### config.mk
export PLATFORM = sky130hd
export DESIGN_NAME = adw_sqrt
export DESIGN_NICKNAME = d
export VERILOG_FILES = /design/src/hdl/adw_pkg.sv /design/src/hdl/adw_sqrt.sv
export SDC_FILE = /design/constraint.sdc
export NUM_CORES = 2
export LEC_CHECK = 0
export ABC_AREA = 1
export BUFFER_PORTS_ARGS = -buffer_cell sky130_fd_sc_hd__buf_2
export CAP_MARGIN = 20
export CORE_MARGIN = 2
export CORE_UTILIZATION = 26
export CTS_CLUSTER_DIAMETER = 100
export CTS_CLUSTER_SIZE = 24
export DETAILED_ROUTE_END_ITERATION = 12
export MAX_ROUTING_LAYER = met4
export PLACE_DENSITY_LB_ADDON = 0.2
export SKIP_LAST_GASP = 1
export SLEW_MARGIN = 30
export SYNTH_ARGS = -nofsm -noshare
export SYNTH_HDL_FRONTEND = slang
export SYNTH_SLANG_ARGS = --single-unit
### constraint.sdc
create_clock -name i_clk -period 8.3 [get_ports i_clk]
set_input_delay 1.66 -clock i_clk [delete_from_list [all_inputs] [get_ports i_clk]]
set_output_delay 1.66 -clock i_clk [all_outputs]
set_load 0.005 [all_outputs]
### src/hdl/adw_pkg.sv
// Shared types, constants and rounding helpers for the AdamW element update.
// No dependencies; imported by every module of the block.
package adw_pkg;

    localparam int WORD_W   = 32;
    localparam int CFG_IDX_W = 2;

    // Config register indexes
    localparam logic [CFG_IDX_W-1:0] CFG_CLIP_GAIN  = 2'd0;
    localparam logic [CFG_IDX_W-1:0] CFG_STEP_SIZE  = 2'd1;
    localparam logic [CFG_IDX_W-1:0] CFG_DECAY_KEEP = 2'd2;

    localparam logic [WORD_W-1:0] CLIP_GAIN_RST  = 32'd2147483648;
    localparam logic [WORD_W-1:0] STEP_SIZE_RST  = 32'd1697;
    localparam logic [WORD_W-1:0] DECAY_KEEP_RST = 32'd2147483219;

    // Moment coefficients, Q1.31
    localparam logic signed [31:0] BETA1       = 32'sd1932735283;
    localparam logic signed [31:0] ONE_M_BETA1 = 32'sd214748365;
    localparam logic [31:0]        BETA2       = 32'd2145336164;
    localparam logic [21:0]        ONE_M_BETA2 = 22'd2147484;
    // 1e-8 in Q4.28
    localparam logic [30:0]        EPS_Q28     = 31'd3;

    // Square root: 30 result bits, 3 per stage
    localparam int SQ_BITS = 30;
    localparam int SQ_PER  = 3;
    localparam int SQ_LAT  = SQ_BITS / SQ_PER;
    // Divider: 64 quotient bits, 4 per stage
    localparam int DV_BITS = 64;
    localparam int DV_PER  = 4;
    localparam int DV_LAT  = DV_BITS / DV_PER;

    typedef struct packed {
        logic signed [31:0] gradient;
        logic signed [31:0] weight;
        logic signed [31:0] first_moment;
        logic [31:0]        second_moment;
        logic               last_in_array;
    } t_in_word;

    typedef struct packed {
        logic signed [31:0] new_weight;
        logic signed [31:0] new_first_moment;
        logic [31:0]        new_second_moment;
        logic               saturated;
        logic               last_out;
    } t_out_word;

    // Values that ride alongside the root and divide pipes
    typedef struct packed {
        logic signed [33:0] w1;
        logic signed [31:0] m_new;
        logic [31:0]        v_new;
        logic [63:0]        num;
        logic               flag;
        logic               last;
    } t_side;

    typedef struct packed {
        logic               flag;
        logic signed [31:0] val;
    } t_sat;

    // Shift right by 31, round to nearest, ties away from zero
    function automatic logic signed [33:0] rnd31(input logic signed [63:0] x);
        logic [63:0] mag;
        logic [63:0] sum;
        logic [33:0] r;
        mag = x[63] ? (~x + 64'd1) : x;
        sum = mag + 64'd1073741824;
        r   = {1'b0, sum[63:31]};
        return x[63] ? signed'(~r + 34'd1) : signed'(r);
    endfunction

    function automatic t_sat sat_s32(input logic signed [65:0] x);
        t_sat s;
        if (x > 66'sd2147483647) begin
            s.flag = 1'b1;
            s.val  = 32'sh7FFFFFFF;
        end else if (x < -66'sd2147483648) begin
            s.flag = 1'b1;
            s.val  = 32'sh80000000;
        end else begin
            s.flag = 1'b0;
            s.val  = x[31:0];
        end
        return s;
    endfunction

endpackage

### src/hdl/adw_sqrt.sv
// Pipelined digit-by-digit square root, SQ_PER result bits per stage.
// Depends on adw_pkg. Gives floor root and remainder; rounding is done outside.
module adw_sqrt (
    input  logic                     i_clk,
    input  logic                     i_ce,
    input  logic [59:0]              i_rad,
    output logic [adw_pkg::SQ_BITS-1:0] o_root,
    output logic [33:0]              o_rem
);
    import adw_pkg::*;

    logic [33:0]        r_rem  [SQ_LAT];
    logic [SQ_BITS-1:0] r_root [SQ_LAT];
    logic [59:0]        r_rad  [SQ_LAT];

    for (genvar s = 0; s < SQ_LAT; s++) begin : g_st
        logic [33:0]        rem_in, n_rem;
        logic [SQ_BITS-1:0] root_in, n_root;
        logic [59:0]        rad_in, n_rad;

        if (s == 0) begin : g_first
            assign rem_in  = '0;
            assign root_in = '0;
            assign rad_in  = i_rad;
        end else begin : g_next
            assign rem_in  = r_rem[s-1];
            assign root_in = r_root[s-1];
            assign rad_in  = r_rad[s-1];
        end

        always_comb begin
            n_rem  = rem_in;
            n_root = root_in;
            n_rad  = rad_in;
            for (int k = 0; k < SQ_PER; k++) begin
                n_rem = {n_rem[31:0], n_rad[59:58]};
                n_rad = {n_rad[57:0], 2'b00};
                if (n_rem >= {2'b00, n_root, 2'b01}) begin
                    n_rem  = n_rem - {2'b00, n_root, 2'b01};
                    n_root = {n_root[SQ_BITS-2:0], 1'b1};
                end else begin
                    n_root = {n_root[SQ_BITS-2:0], 1'b0};
                end
            end
        end

        always_ff @(posedge i_clk) begin
            if (i_ce) begin
                r_rem[s]  <= n_rem;
                r_root[s] <= n_root;
                r_rad[s]  <= n_rad;
            end
        end
    end

    assign o_root = r_root[SQ_LAT-1];
    assign o_rem  = r_rem[SQ_LAT-1];

endmodule

After elaboration in Yosys (flattened, before gate mapping):

Memories as Yosys holds them, arrays and structs flattened.
Index checks and enable logic that the tools add are counted.

* word-level logic and storage cells: 125
* flip-flop bits (word level): 0
* RAM bits: 1180
* memories kept: 3
* input bits: 62

Memories
* r_rad: depth 10, width 54, read ports 9, clocked after Yosys merged registers in 0, wr ports 10, line adw_sqrt.sv:14 `logic [59:0] r_rad [SQ_LAT];`
* r_rem: depth 10, width 34, read ports 10, clocked after Yosys merged registers in 0, wr ports 10, line adw_sqrt.sv:12 `logic [33:0] r_rem [SQ_LAT];`
* r_root: depth 10, width 30, read ports 10, clocked after Yosys merged registers in 0, wr ports 10, line adw_sqrt.sv:13 `logic [SQ_BITS-1:0] r_root [SQ_LAT];`

* magnitude comparators: 30
* $add $sub $neg: 30
* multiplexer cells: 62

Operators by type and width (number)
* >= comparator 34 x 32 -> 1 bit: 27
* 2-to-1 mux 32 bit: 20
* subtractor 32 bit: 18
* 2-to-1 mux 34 bit: 10
* subtractor 34 x 32 -> 34 bit: 9
* >= comparator 34 x 3 -> 1 bit: 1
* >= comparator 34 x 4 -> 1 bit: 1
* subtractor 34 x 4 -> 34 bit: 1
* 2-to-1 mux 1 bit: 32
* subtractor 32 x 3 -> 32 bit: 1
* subtractor 2 x 1 -> 3 bit (second input constant): 1
* >= comparator 2 x 1 -> 1 bit (second input constant): 1

Depth between registers and ports, before layout:

An unclocked memory read counts as a cell.

* depth after elaboration: 7
* depth in mapped cells: 53
* depth with buffers taken out: 48

Worst setup path before layout:

Ideal clock, no wire load.

* kind: reg-to-reg
* start: memory r_root[6][6]
* end: memory r_rem[7][22] (data pin)
* path slack: 1773 ps
* buffers on the path: 8
* clock period less this slack: 6527 ps
* library setup time: 253 ps
* arrival: 6274 ps
* cell stages (with the launch flop): 52
* path through: edfxtp_1 -> inv_1 -> ha_1 -> nand2_1 -> inv_1 -> nand2_1 -> nand2_1 -> inv_1 -> nand2_1 -> nand2_1 -> nand3_1 -> nand3_1 -> nand2_1 -> buf_4 -> inv_1 -> clkbuf_1 -> buf_1 -> o21ai_0 -> (+16 left out) -> inv_1 -> ha_1 -> nand2_1 -> nor2_1 -> inv_1 -> nor2_1 -> and3_1 -> nand4_1 -> nor2_1 -> nand2_1 -> nand3_1 -> nor2_1 -> nand2_1 -> inv_2 -> buf_6 -> buf_6 -> nand2_1 -> nand2_1

RTL lines (line)
* start, declared: adw_sqrt.sv:13
* end, declared: adw_sqrt.sv:12

==> tab_implementation.tex <==
\begin{tabular}{lr}
\hline
Metric & Value \\
\hline
\multicolumn{2}{l}{\textbf{Status}} \\
\quad Status & complete, no violations \\
\multicolumn{2}{l}{\textbf{Routing}} \\
\quad Total length of routed wires & 289000 µm \\
\quad Number of detailed-route iterations in the first pass & 6 \\
\quad Remaining design rule violation count & 0 \\
\quad Vias post-DR & around 74000 \\
\quad Via density per instance & 4.72 \\
\quad Number of design-rule violations left by the first detailed-router iteration & roughly 5600 \\
\quad Post-route ant nets & 0 \\
\quad Routed len/inst & between 15 and 20 µm \\
\multicolumn{2}{l}{\textbf{Clock tree}} \\
\quad Clock latency of the later-clocked register in the worst-skew pair & 0.87 ns \\
\quad Count of clock tree sinks & 757 \\
\quad Root buf cell & clkbuf\_16 \\
\quad Clock transition at the register clock pins on the worst setup and hold paths after CTS & 0.09 ns \\
\quad Maximum count of clock buffers along a single path & 4 \\
\quad TritonCTS clock tree & yes \\
\quad CTS HTree Levels & 3 \\
\quad CTS buffer count & slightly above 70 \\
\multicolumn{2}{l}{\textbf{Final layout}} \\
\quad Area Overhead vs Synth & 11.9\% \\
\quad Final std cell area, no fill & 0.0850 mm² \\
\quad Fraction of layout instances using a drive strength above 1 & 6.74\% \\
\quad Fill cell instance count of the final layout & $\sim$33000 \\
\quad Nets & between 10000 and 15000 \\
\multicolumn{2}{l}{\textbf{Global route}} \\
\quad Pin count of the biggest net entering global routing & 124 \\
\quad Congestion Overflow GR & 0 \\
\quad Antenna violations before repair & 7 \\
\quad Overall global routing resource usage & around a fifth \\
\quad Via count of the first global-routing pass & 71400 \\
\quad Global-route wire length before repair & 436000 µm \\
\multicolumn{2}{l}{\textbf{Yosys}} \\
\quad Most frequent cell after synthesis & nand2\_1 \\
\quad Post-synth cell types & 70 \\
\quad Sequential share of the synthesized area & about 30\% \\
\quad EDFF count, synth & 757 \\
\quad Synth top cells by count & nand2\_1, inv\_1, nor2\_1 \\
\quad Top\_reg\_cell synth & edfxtp\_1 \\
\quad Number of instances in the synthesized netlist & 11500 \\
\quad Netlist Area Pre-Place & 0.0760 mm² \\
\quad Top cells by area, synth & edfxtp\_1, nand2\_1, ha\_1, inv\_1, nor2\_1 \\
\quad Avg Synthesized Cell Area & 6.60 µm² \\
\quad Async set or reset register ratio after synthesis & 0\% \\
\quad Yosys top cell area share & around 30\% \\
\quad FF+latch count, synth & 757 \\
\quad Cell accounting for the most synthesized area & edfxtp\_1 \\
\quad Total number of yosys warnings & 0 \\
\multicolumn{2}{l}{\textbf{Worst setup path}} \\
\quad Crit-path max FO & 28 \\
\quad Critical path startpoint category & register \\
\quad Count of buffering cells on the critical path with inverters included & 7 \\
\quad CP endpoint & r\_rem[6][24]\$\_DFFE\_PP\_ \\
\quad Worst setup slack for register-to-register paths & 0.54 ns \\
\quad Most frequent cell on the critical path & nand2\_1 \\
\quad CP Capture Type & register \\
\quad Largest delay share family, worst path & simple AND/OR/NAND/NOR gates \\
\quad R2r endpoint & r\_rem[6][24]\$\_DFFE\_PP\_ \\
\quad Launch instance of the worst register-to-register path & r\_root[5][16]\$\_DFFE\_PP\_ \\
\quad Kind of critical path & reg -> reg \\
\quad Highest-delay cell along the critical path & o21ai\_0 \\
\quad Total number of cells along the worst setup path & 37 \\
\quad Critical Path RT & just under 9 ns \\
\quad Worst Setup SP & r\_root[5][16]\$\_DFFE\_PP\_ \\
\quad Data arrival time of the critical path & 8.25 ns \\
\quad Worst R2R Path Depth & 37 \\
\quad Stage delay of the slowest cell on the critical path & 0.56 ns \\
\multicolumn{2}{l}{\textbf{STA}} \\
\quad Post-route clock skew & about 0.13 ns \\
\quad Share of the clock period used by the worst path after layout & 93.5\% \\
\quad Final Setup Violations & 0 \\
\quad Max-slew violation count & 0 \\
\quad Final Critical Period & 7.76 ns \\
\quad Unrepaired setup endpoints after global routing & no \\
\quad Highest Clock Rate & roughly 130 MHz \\
\quad Final count of hold timing violations & 0 \\
\quad Headroom to the max-slew limit & 39.9\% \\
\quad Least-Margin Pin Slew & 0.902 ns \\
\quad Slack of the critical path & between 0.5 and 0.6 ns \\
\multicolumn{2}{l}{\textbf{Floorplan}} \\
\quad Total number of placement rows & 198 \\
\quad Width of the die & 545 µm \\
\quad Initial cell density of the core & 26.1\% \\
\quad Number of primary I/O pins & 126 \\
\quad Area of the die & 0.297 mm² \\
\quad Die Y-Extent & roughly 540 µm \\
\quad Core outline area & 0.291 mm² \\
\multicolumn{2}{l}{\textbf{Placement}} \\
\quad Detailed Place HPWL & 243000 µm \\
\quad Port bufs & roughly 130 \\
\quad Final weighted congestion of routability-driven global placement & 0.948 \\
\quad Setup WS pre-CTS & -0.109 ns \\
\quad Area post-placement & just over 0.08 mm² \\
\multicolumn{2}{l}{\textbf{Power}} \\
\quad Pleak & 0.0387 µW \\
\quad Power density normalized to cell area & 391 mW/mm² \\
\quad Maximum VDD drop & 0.354 mV \\
\multicolumn{2}{l}{\textbf{Flow run}} \\
\quad Number of max-cap violations & 0 \\
\multicolumn{2}{l}{\textbf{Min path}} \\
\quad Hold wc startpoint & r\_rad[2][15]\$\_DFFE\_PP\_ \\
\quad Path type of the worst min-delay path & reg -> reg \\
\hline
\end{tabular}
==> placed cells by master (no fill, tap or decap), types with 9 or more instances in the layout <==
cell	n
buf_4	203
xor2_1	200
nand3_2	48
or2_2	23
nand2_1	3629
o21ai_1	51
o211ai_1	15
a31oi_1	46
and2_1	18
edfxtp_1	757
o21bai_1	41
nand3_1	768
nand3b_1	89
clkinv_8	9
nor2_2	60
inv_1	1601
nand4_1	211
ha_1	495
xnor2_1	248
a21oi_1	614
buf_12	12
inv_12	9
a21o_1	24
nor4_1	25
clkbuf_16	74
a21boi_0	13
nor3_1	159
o21a_1	41
o21ai_0	616
and3_1	13
nor2_1	1304
nor2_4	15
buf_2	124
nand2_2	63
inv_2	29
a21oi_2	42
==> routing by layer <==
| layer | GRT usage (%) | routed length, µm | up-vias |
|---|---|---|---|
| met1 | 25.6 | 134000 | 34000 |
| met2 | 32.1 | 134000 | 1779 |
| li1 | - | - | 38200 |
| met4 | 5.27 | 8530 | 0 |
| met3 | 2.18 | 13100 | 372 |
| met5 | - | 0 | - |
==> kinds of logic (layout without fill, tap and decap cells) <==
family	Yosys count	count (layout)	synth area share [%]
fa+ha+maj	496	496	8.17
buf+inv	1783	2103	9.30
compound gates	1554	1554	11.2
mux	1	1	0.0132
flops	757	757	29.9
simple gates	6469	6469	36.2
other cells	1	6	0.00494
xor+xnor	449	449	5.19
==> area by class of cell <==
cell class	count	area [µm²]	area share (%)
multi-input cells	8973	46200	54.4
flip-flops and latches	757	22700	26.7
inverters	1637	6160	7.25
well taps	3900	4880	5.74
repair buffers	341	2410	2.84
clock buffers	74	1850	2.18
clock inverters	49	717	0.843
repair inverters	2	15.0	0.0177
diodes	2	5.00	0.00589
==> metrics by stage <==
stage / power (µW) / utilization, % / instances / hold WS (ns) / setup TNS, ns
after global placement: 29500 / 28.3 / 15600 / 0.401 / -5.35
final: 33300 / 29.2 / 15700 / 0.364 / 0
after floorplan: 21500 / - / 11500 / 0.400 / 0
after detailed placement: 29300 / 28.3 / 15600 / 0.405 / -0.982
after global routing: 36500 / 29.2 / 15700 / 0.381 / 0
after CTS: 33300 / 29.2 / 15700 / 0.356 / 0
==> worst min-delay path by stage <==
stage                             end  slack, ns  depth (start not counted)
2_1_floorplan  r_rad[1][10]$_DFFE_PP_       0.40                          0
3_3_place_gp   r_rad[8][49]$_DFFE_PP_       0.40                          0
3_5_place_dp   r_rad[1][36]$_DFFE_PP_       0.40                          0
4_1_cts        r_rad[3][21]$_DFFE_PP_       0.36                          0
5_1_grt        r_rad[3][19]$_DFFE_PP_       0.38                          0
6_report       r_rad[3][21]$_DFFE_PP_       0.36                          0
==> worst register-to-register path, delay by kind of cell (launching register included) <==
kind,cells,cell delay (ns)
AO/OA/AOI/OAI,6,1.68
buffers and inverters,7,1.10
AND/OR/NAND/NOR,21,2.90
flip-flops,1,0.55
adder cells (fa/ha/maj),3,1.23
==> registers in the layout (all words and copies together), names as in the netlist <==
| name | flops |
|---|---|
| r_root | 165 |
| r_rem | 322 |
| r_rad | 270 |
==> where the power goes <==
part	internal [µW]	switching [µW]	total [µW]	leakage, µW
registers	5550	682	6230	0.00725
logic	7660	15600	23300	0.0302
clock network	1830	1920	3750	0.00123
total	15000	18200	33300	0.0387
==> timing repair <==
item | 4_1_cts | 5_1_grt
hold buffers | 0 | 0
pin swaps | 0 | 2
gates cloned | 1 | 1
gates resized for setup | 3 | 30
buffers inserted | 0 | 17
endpoints found under the setup margin | 28 | 111
Power figures use the tool's default switching activity.
